===== src/design/uud_pkg.sv =====
`timescale 1ns / 1ps
// Package for the line decoder: character codes, decoder state and result types.
// Depends on nothing; used by uud_step, the decoder core and the testbench.
package uud_pkg;

  localparam logic [7:0] NEWLINE_CODE = 8'd10;
  localparam logic [5:0] SPACE_CODE   = 6'd32;

  typedef struct packed {
    logic        at_line_start;
    logic [5:0]  bytes_left;
    logic [1:0]  group_position;
    logic [17:0] held_sextets;
    logic        body_finished;
  } state_t;

  typedef struct packed {
    logic [23:0] word;
    logic [1:0]  count;
    logic        end_of_data;
  } result_t;

endpackage


===== src/design/uud_char_if.sv =====
`timescale 1ns / 1ps
// Handshake channel that carries one encoded character per item.
// Stands alone; used by the decoder core.
interface uud_char_if;
  logic       valid;
  logic       ready;
  logic [7:0] in_char;

  modport source (output valid, output in_char, input ready);
  modport sink (input valid, input in_char, output ready);
endinterface


===== src/design/uud_byte_if.sv =====
`timescale 1ns / 1ps
// Handshake channel that carries one decoded byte with its marker bits per item.
// Stands alone; used by the decoder core.
interface uud_byte_if;
  logic       valid;
  logic       ready;
  logic [7:0] out_byte;
  logic       end_of_data;
  logic       last_of_run;

  modport source (output valid, output out_byte, output end_of_data, output last_of_run,
                  input ready);
  modport sink (input valid, input out_byte, input end_of_data, input last_of_run,
                output ready);
endinterface


===== src/design/uud_step.sv =====
`timescale 1ns / 1ps
// Next-state and result logic for one character of the encoded body.
// Depends on uud_pkg for the state and result types.
module uud_step (
  input  uud_pkg::state_t  cur,
  input  logic [7:0]       in_char,
  output uud_pkg::state_t  nxt,
  output uud_pkg::result_t res
);

  logic [5:0]  sextet;
  logic [23:0] word;
  logic [1:0]  take;
  logic        emit;

  assign sextet = in_char[5:0] - uud_pkg::SPACE_CODE;
  assign take = (cur.bytes_left < 6'd3) ? cur.bytes_left[1:0] : 2'd3;

  always_comb begin
    nxt = cur;
    res = '0;
    word = '0;
    emit = 1'b0;
    if (cur.body_finished) begin
      nxt = cur;
    end else if (in_char == uud_pkg::NEWLINE_CODE) begin
      if (!cur.at_line_start) begin
        if (cur.group_position != 2'd0 && cur.bytes_left != 6'd0) begin
          unique case (cur.group_position)
            2'd1:    word = {cur.held_sextets[5:0], 18'd0};
            2'd2:    word = {cur.held_sextets[11:0], 12'd0};
            default: word = {cur.held_sextets, 6'd0};
          endcase
          emit = 1'b1;
        end
        nxt.at_line_start = 1'b1;
        nxt.bytes_left = '0;
        nxt.group_position = '0;
        nxt.held_sextets = '0;
      end
    end else if (cur.at_line_start) begin
      if (sextet == 6'd0) begin
        res.count = 2'd1;
        res.end_of_data = 1'b1;
        nxt.body_finished = 1'b1;
      end else begin
        nxt.bytes_left = sextet;
        nxt.at_line_start = 1'b0;
        nxt.group_position = '0;
        nxt.held_sextets = '0;
      end
    end else if (cur.bytes_left != 6'd0) begin
      if (cur.group_position != 2'd3) begin
        nxt.held_sextets = {cur.held_sextets[11:0], sextet};
        nxt.group_position = cur.group_position + 2'd1;
      end else begin
        word = {cur.held_sextets, sextet};
        emit = 1'b1;
        nxt.group_position = '0;
        nxt.held_sextets = '0;
      end
    end
    if (emit) begin
      res.word = word;
      res.count = take;
      nxt.bytes_left = cur.bytes_left - {4'd0, take};
    end
  end

endmodule


===== src/design/uu_line_decoder_core.sv =====
`timescale 1ns / 1ps
// Top level of the uuencoded body decoder.
// Depends on uud_pkg, uud_char_if, uud_byte_if and uud_step.
//
// Usage: the encoded channel takes the body of a uuencoded stream, one character
// per item, starting right after the begin line. The decoded channel gives one
// data byte per item; a line whose count character is zero gives one item with
// end_of_data set and a zero byte, after which every character is dropped until
// reset. last_of_run marks the final item caused by one character.
// A character is held in an input register and is then decoded into the result
// register once that register is free; its bytes are offered from there.
// Throughput: one character per cycle while each character gives at most one
// byte and the receiver does not stall; a character that completes a group gives
// up to three bytes, which leave the result register one per cycle while the
// receiver is ready, and the next character waits until the last of them is taken.
// Reset (synchronous, active high) clears the decoder to the start of a line
// and empties both registers. When the receiver stalls, the result register
// holds its byte, the next decoded character waits in the input register and
// ready on the encoded channel drops.
module uu_line_decoder_core (
  input  logic              clk,
  input  logic              rst,
  uud_char_if.sink          encoded,
  uud_byte_if.source        decoded
);

  uud_pkg::state_t  state;
  uud_pkg::state_t  state_next;
  uud_pkg::result_t step_res;

  logic        s1_valid;
  logic [7:0]  s1_char;
  logic [23:0] res_word;
  logic [1:0]  res_count;
  logic        res_eod;
  logic [1:0]  idx;
  logic        res_last;
  logic        res_done;
  logic        res_free;
  logic        step_fire;

  uud_step u_step (
    .cur     (state),
    .in_char (s1_char),
    .nxt     (state_next),
    .res     (step_res)
  );

  assign res_last = (idx == res_count - 2'd1);
  assign res_done = decoded.valid && decoded.ready && res_last;
  assign res_free = (res_count == 2'd0) || res_done;
  assign step_fire = s1_valid && res_free;
  assign encoded.ready = !s1_valid || step_fire;

  assign decoded.valid = (res_count != 2'd0);
  assign decoded.end_of_data = res_eod;
  assign decoded.last_of_run = res_last;

  always_comb begin
    unique case (idx)
      2'd0:    decoded.out_byte = res_word[23:16];
      2'd1:    decoded.out_byte = res_word[15:8];
      default: decoded.out_byte = res_word[7:0];
    endcase
  end

  always_ff @(posedge clk) begin
    if (rst) begin
      s1_valid <= 1'b0;
    end else if (encoded.valid && encoded.ready) begin
      s1_valid <= 1'b1;
    end else if (step_fire) begin
      s1_valid <= 1'b0;
    end
  end

  always_ff @(posedge clk) begin
    if (encoded.valid && encoded.ready) begin
      s1_char <= encoded.in_char;
    end
  end

  always_ff @(posedge clk) begin
    if (rst) begin
      state <= '{at_line_start: 1'b1, default: '0};
      res_count <= '0;
      res_eod <= 1'b0;
      idx <= '0;
    end else begin
      if (step_fire) begin
        state <= state_next;
      end
      if (step_fire && step_res.count != 2'd0) begin
        res_count <= step_res.count;
        res_eod <= step_res.end_of_data;
        idx <= '0;
      end else if (res_done) begin
        res_count <= '0;
        res_eod <= 1'b0;
        idx <= '0;
      end else if (decoded.valid && decoded.ready) begin
        idx <= idx + 2'd1;
      end
    end
  end

  always_ff @(posedge clk) begin
    if (step_fire && step_res.count != 2'd0) begin
      res_word <= step_res.word;
    end
  end

endmodule


===== src/flat_wrapper.sv =====
// flat-port wrapper written by rule: the top's interface ports become plain ports
module uu_line_decoder_core_flat 
  (clk, rst, encoded_valid, encoded_in_char, encoded_ready, decoded_valid, decoded_out_byte, decoded_end_of_data, decoded_last_of_run, decoded_ready);
  uud_char_if encoded_i ();
  uud_byte_if decoded_i ();
  input  logic clk;
  input  logic rst;
  input wire logic [$bits(encoded_i.valid)-1:0] encoded_valid;
  input wire logic [$bits(encoded_i.in_char)-1:0] encoded_in_char;
  output wire logic [$bits(encoded_i.ready)-1:0] encoded_ready;
  output wire logic [$bits(decoded_i.valid)-1:0] decoded_valid;
  output wire logic [$bits(decoded_i.out_byte)-1:0] decoded_out_byte;
  output wire logic [$bits(decoded_i.end_of_data)-1:0] decoded_end_of_data;
  output wire logic [$bits(decoded_i.last_of_run)-1:0] decoded_last_of_run;
  input wire logic [$bits(decoded_i.ready)-1:0] decoded_ready;
  assign encoded_i.valid = encoded_valid;
  assign encoded_i.in_char = encoded_in_char;
  assign encoded_ready = encoded_i.ready;
  assign decoded_valid = decoded_i.valid;
  assign decoded_out_byte = decoded_i.out_byte;
  assign decoded_end_of_data = decoded_i.end_of_data;
  assign decoded_last_of_run = decoded_i.last_of_run;
  assign decoded_i.ready = decoded_ready;
  uu_line_decoder_core u_core (.clk(clk), .rst(rst), .encoded(encoded_i), .decoded(decoded_i));
endmodule

===== config.mk =====
export PLATFORM = sky130hd
export DESIGN_NAME = uu_line_decoder_core_flat
export DESIGN_NICKNAME = d
export VERILOG_FILES = /design/src/design/uud_pkg.sv /design/src/design/uud_char_if.sv /design/src/design/uud_byte_if.sv /design/src/design/uud_step.sv /design/src/design/uu_line_decoder_core.sv /design/src/flat_wrapper.sv
export SDC_FILE = /design/constraint.sdc
export NUM_CORES = 1
export LEC_CHECK = 0
export ABC_AREA = 1
export BUFFER_PORTS_ARGS = -buffer_cell sky130_fd_sc_hd__buf_2
export CELL_PAD_IN_SITES_DETAIL_PLACEMENT = 0
export CELL_PAD_IN_SITES_GLOBAL_PLACEMENT = 1
export CORE_MARGIN = 2
export CORE_UTILIZATION = 46
export DETAILED_ROUTE_END_ITERATION = 8
export HOLD_SLACK_MARGIN = 0.03
export PLACE_DENSITY_LB_ADDON = 0.15
export SLEW_MARGIN = 20
export SYNTH_ARGS = -nofsm -noshare
export SYNTH_HDL_FRONTEND = slang
export SYNTH_SLANG_ARGS = --single-unit
export TNS_END_PERCENT = 1

===== constraint.sdc =====
create_clock -name clk -period 2.6 [get_ports clk]
set_input_delay 0.13 -clock clk [delete_from_list [all_inputs] [get_ports clk]]
set_output_delay 0.13 -clock clk [all_outputs]
set_load 0.01 [all_outputs]

======== Yosys cells after proc, flatten, opt, wreduce, memory -nomap -nowiden ========
Cells that the tools add are included.
storage, ports and cells
  input bits .............................. 12
  output and inout bits ................... 12
  logic and storage cells ................. 94
  register bits after elaboration ......... 66
cells by class
  add/sub/neg operators ................... 5
  magnitude comparators ................... 1
  reductions and logical operators ........ 25
  mux-type cells .......................... 39
  eq/ne operators ......................... 11
  bitwise gates (word level) .............. 2
operators by type and width
  kind                 count
  $mux 24              6
  $mux 27              3
  $mux 20              3
  $pmux 24 s2          1
  $mux 26              1
  $mux 2               8
  $pmux 8 s2           1
  $mux 1               14
  $reduce_and 5->1     2
  $reduce_bool 2->1    5
  $eq 8x4->1 const B   1
  $ne 2x2->1 const B   4
  $mux 7               1
  $logic_and 1x1->1    6
  $logic_not 6->1      1
  $lt 6x2->1 const B   1
  $mux 6               1
  $ne 3x3->1 const B   2
  $reduce_bool 3->1    2
  $reduce_bool 6->1    1
  $sub 6x2->6          1
  $sub 6x6->6 const B  1
  $add 2x1->2 const B  2
  $eq 2x1->1 const B   2
  10 further kinds     13

======== Longest topological paths before layout ========
  word-level depth ........................ 10
  gate-level depth with buffers ........... 14
  depth with buffers taken out ............ 13

======== Hierarchy ========
Synthesis repeated with hierarchy kept, for this count alone.
unflattened totals
  cells, all modules ...................... 686
  area total of the unflattened synthesis .. 4857.2 um^2
modules (own cells, without submodules)
  module                cells an instance  instances  area each (um^2)  seq. area each (um^2)
  uu_line_decoder_core  271                1          2710.1            1641.6
  uud_step              415                1          2147.1            0.0

======== Worst setup path before layout ========
OpenSTA, ideal clock, no wires.
  path type ............................... register -> register
  start point ............................. register u_core.res_count[0]
  end point ............................... register u_core.res_word[0], enable pin
  arrival time ............................ 1802 ps
  setup time .............................. 379 ps
  stages on the path, launching flop included .. 12
  path slack .............................. 419 ps
  clock period less this slack ............ 2181 ps
  path buffers ............................ 0
  required time ........................... 2221 ps
  path through ............................ dfxtp_1 > inv_1 > ha_1 > inv_1 > nand2_1 > nand2_1 > nand4_2 > nand2_1 > nand2_1 > inv_1 > nand2_1 > inv_1
on the way
  longest elaborated chain between the ends .. 6
  elaborated cells on any way between the ends .. 9
  classes of those cells .................. add/sub: 1; eq/ne: 1; reduce/logical: 7
ends and longest elaborated chain
  what                                                     line                                                    RTL
  start, declared                                          uu_line_decoder_core.sv:34                              logic [1:0] res_count;
  start signal, assigned                                   uu_line_decoder_core.sv:94                              res_count <= step_res.count;
  $sub 2x1->2 / $reduce_bool 2->1 (equally long branches)  uu_line_decoder_core.sv:49, uu_line_decoder_core.sv:55
  $eq 2x2->1 / $logic_and 1x1->1 (equally long branches)   uu_line_decoder_core.sv:49, uu_line_decoder_core.sv:50
  $logic_and 1x1->1                                        uu_line_decoder_core.sv:50                              assign res_done = decoded.valid && decoded.ready && res_last;
  $logic_or 1x1->1 *                                       uu_line_decoder_core.sv:51                              assign res_free = (res_count == 2'd0) || res_done;
  $logic_and 1x1->1 *                                      uu_line_decoder_core.sv:52                              assign step_fire = s1_valid && res_free;
  $logic_and 1x1->1 *                                      uu_line_decoder_core.sv:108                             if (step_fire && step_res.count != 2'd0) begin
  end signal, assigned                                     uu_line_decoder_core.sv:109                             res_word <= step_res.word;
  end, declared                                            uu_line_decoder_core.sv:33                              logic [23:0] res_word;
Every way passes the cells marked *; elsewhere a longest branch is shown, timed or not.
A chain may end at the register's enable or synchronous reset.

======== Worst setup path after layout ========
  start point ............................. register u_core.res_count[0]
  end point ............................... register u_core.state[8] (netlist name)
on the way
  longest elaborated chain between the ends .. 6
  elaborated cells on any way between the ends .. 9
  classes of those cells .................. add/sub: 1; eq/ne: 1; reduce/logical: 7
ends and longest elaborated chain
  what                                                     line                                                    RTL
  $sub 2x1->2 / $reduce_bool 2->1 (equally long branches)  uu_line_decoder_core.sv:49, uu_line_decoder_core.sv:55
  $eq 2x2->1 / $logic_and 1x1->1 (equally long branches)   uu_line_decoder_core.sv:49, uu_line_decoder_core.sv:50
  $logic_and 1x1->1                                        uu_line_decoder_core.sv:50
  $logic_or 1x1->1 *                                       uu_line_decoder_core.sv:51
  $logic_and 1x1->1 *                                      uu_line_decoder_core.sv:52
  $reduce_and 5->1 (no line) *                             n/a
  end signal, assigned                                     uu_line_decoder_core.sv:91                              state <= state_next;
  end, declared                                            uu_line_decoder_core.sv:27                              uud_pkg::state_t state;
Marks and branches as above.

==> run metrics <==
Mapped Cells 438; worst-path maximum fanout 20; Synth-to-Final Area Change 12.8%; Syn Nets 458; critical path capture point type flop; H-Tree Depth 3; Inserted Diodes 0; most common cell after layout, fill and taps aside nor2_1; TritonCTS clock tree built; core area ~7700 sq um; area leader, netlist edfxtp_1; vias in the first global route around 2.8k; Max-Cap Viols 0; minimum clock period about 2.2 ns; DIE WIDTH 92.9 microns; adder-cell share of the synthesized area 0.0275; Non-Filler Instances 577; most frequent cells in the layout nor2_1 (79), nand2_1 (77), inv_1 (49); Port Buffers 23; Clock Skew 0.00663 ns; crit-path most repeated cell nor2_1; FMAX between 0.4 and 0.5 GHz; Slew @ Worst Pin 0.493 ns; Starting Density 0.473; XOR/XNOR Fraction of Synth Area 0.00723; global route overflow 0; Post-Route Setup TNS 0 ns; post-synthesis simple-gate area fraction 0.286; initial antenna violation count 0; Critical Path AT 2.49 ns; CTS Buffer Depth 2; FILL cells ~770; gp weighted congestion 0.830; clk_lat worst skew 0.35 ns; fraction of layout cells with a size suffix above 1 0.181; Yosys top cell area share 0.264; Placed Cells 552; DRC violations left 0; Final Instance Area 4100 sq um; Setup Buffers After CTS 0; RSZ-0062 raised after global routing false; num ports 24; M3 GR Usage 0.0431; total power draw about 2.3 mW; ys flop type dfxtp_1; routed len/inst 14.1 microns; first-pass GRT wire length 14000 microns; Synth Area in Compound Gates 0.142; Die H 92.9 microns; post_cts resized 0; area of the multi-input gates 1680 sq um; hold crit path type input port to flop; Crit Reg-Reg Startpoint u_core.res_count[0]; Startpoint Class flop; Root Driver clkbuf_8; hold path start encoded_valid; YS warnings 0; Routed Antenna Nets 0; # rows 32; leakage between 1.5 and 2 nW; main combinational cell family by area after synthesis simple AND/OR/NAND/NOR gates; ys async rst share 0; met1 Use GR 0.291; Synth Register Bits 66; CTS Sinks 66; DP HPWL ~6000 microns; Peak VDD IR between 0.0003 and 0.0004 V; clk slew on worst S/H paths about 0.07 ns; Detailed Routing Iterations Pass 1 6; synth top area cells edfxtp_1 (26%), dfxtp_1 (19%), nor2_1 (8.2%); status finished clean; placed inst area 3820 sq um; Fin. Hold Viols 0; Req. time, crit path between 2 and 3 ns; crit path cell chain inv_1 -> ha_1 -> nor2_1 -> nand4_2 -> nand2_1 -> nand2_1 -> nor2_2 -> nand2_2 -> inv_2 -> nor2_1 -> nor2_1; CP max stage cell inv_2; DR vias 2906; Reg area 1640 sq um; Critical Path Start u_core.res_count[0]; kind of critical path flop to flop; EDFF count, synth 32; routed vias/inst 5.04; Slew Viols, Final 0; Avg Inst Size Synth 8.30 sq um; Most Crowded Layer GR met2; normalized max-slew margin 0.670; DR iter-0 viols 177; All-Layer GR Usage 0.210; mux cell area share after synthesis 0; M2 GR Usage 0.324; part of the cycle the worst path needs 0.846; pwr/cell area approximately 560 nW/um^2; Synth cell types 38; Final Setup Violations 0; Seq/Total Area, Yosys 0.452; Max stage delay on crit path 0.34 ns; largest net degree at the start of global routing 25; Die Footprint 8630 sq um; final wirelength roughly 8100 microns; cts hold-fix bufs 9; final net count 490; Post-Syn Area 3630 sq um; CTS buffer count 9
-- layer usage --
layer / routed length [microns] / share of wire
met1: 4070 / 0.50
met2: 3560 / 0.44
met3: 343 / 0.042
met4: 155 / 0.019
met5: 0 / 0
-- report_power, final --
part / total (mW) / internal (mW) / leakage, nW / switching [mW]
logic: 0.284 / 0.0964 / 1.03 / 0.188
clock network: 0.842 / 0.440 / 0.0970 / 0.402
registers: 1.16 / 1.12 / 0.551 / 0.0406
-- cells in the mapped netlist (4+ instances only) --
cell type  instances
nand3_1            8
o21ai_0           17
o21ai_1           10
nor3_2             7
edfxtp_1          32
nand2_4            4
clkbuf_1           7
ha_1               8
o2111ai_1          8
dfxtp_1           34
o22ai_1           11
inv_2             11
a21oi_1           18
inv_1             49
nand2_1           77
a21o_1             6
a22oi_1           11
nor2_1            79
nor3_1             4
nor2_2             4
-- flip-flops by register name (all words and copies together), names as in the netlist --
| register | count |
|---|---|
| u_core.state | 28 |
| u_core.decoded.end_of_data | 1 |
| u_core.res_word | 24 |
| u_core.idx | 2 |
| u_core.res_count | 2 |
| u_core.s1_char | 8 |
| u_core.s1_valid | 1 |
-- per-stage QoR --
step	utilization	hold WS, ns	worst slack, ns
finish	0.533	0.118	0.399
global placement	0.497	0.306	0.452
global route	0.533	0.138	0.152
detailed placement	0.497	0.309	0.408
CTS	0.533	0.108	0.392
floorplan	-	0.199	0.419
-- cells by family after synthesis --
logic type	Yosys count
buffers and inverters	75
xor gates and xnor gates	3
AOI/OAI and AO/OA	83
DFF	66
and+or+nand+nor	203
adders and majority gates	8
-- critical path, delay by kind of cell (launching register included) --
kind,cells,cell delay [ns]
and+or+nand+nor,8,1.18
adders and majority gates,1,0.21
buffers and inverters,2,0.41
DFF,1,0.33
-- cell type report --
type                    instances  share of cell area
multi-input cells             297               0.410
well taps                     102              0.0311
clock buffers                   9              0.0302
inverters                      61              0.0558
flip-flops and latches         66               0.400
repair buffers                 35              0.0555
clock inverters                 7              0.0168
-- path summary, 6_finish.rpt --
kind | end | slack (ns) | cells after the start
max | u_core.state[8] | 0.40 | 11
min | u_core.s1_valid | 0.12 | 3
max reg2reg | u_core.state[8] | 0.40 | 11
min reg2reg | u_core.res_count[1] | 0.48 | 2
(Power assumes the default switching activity.)
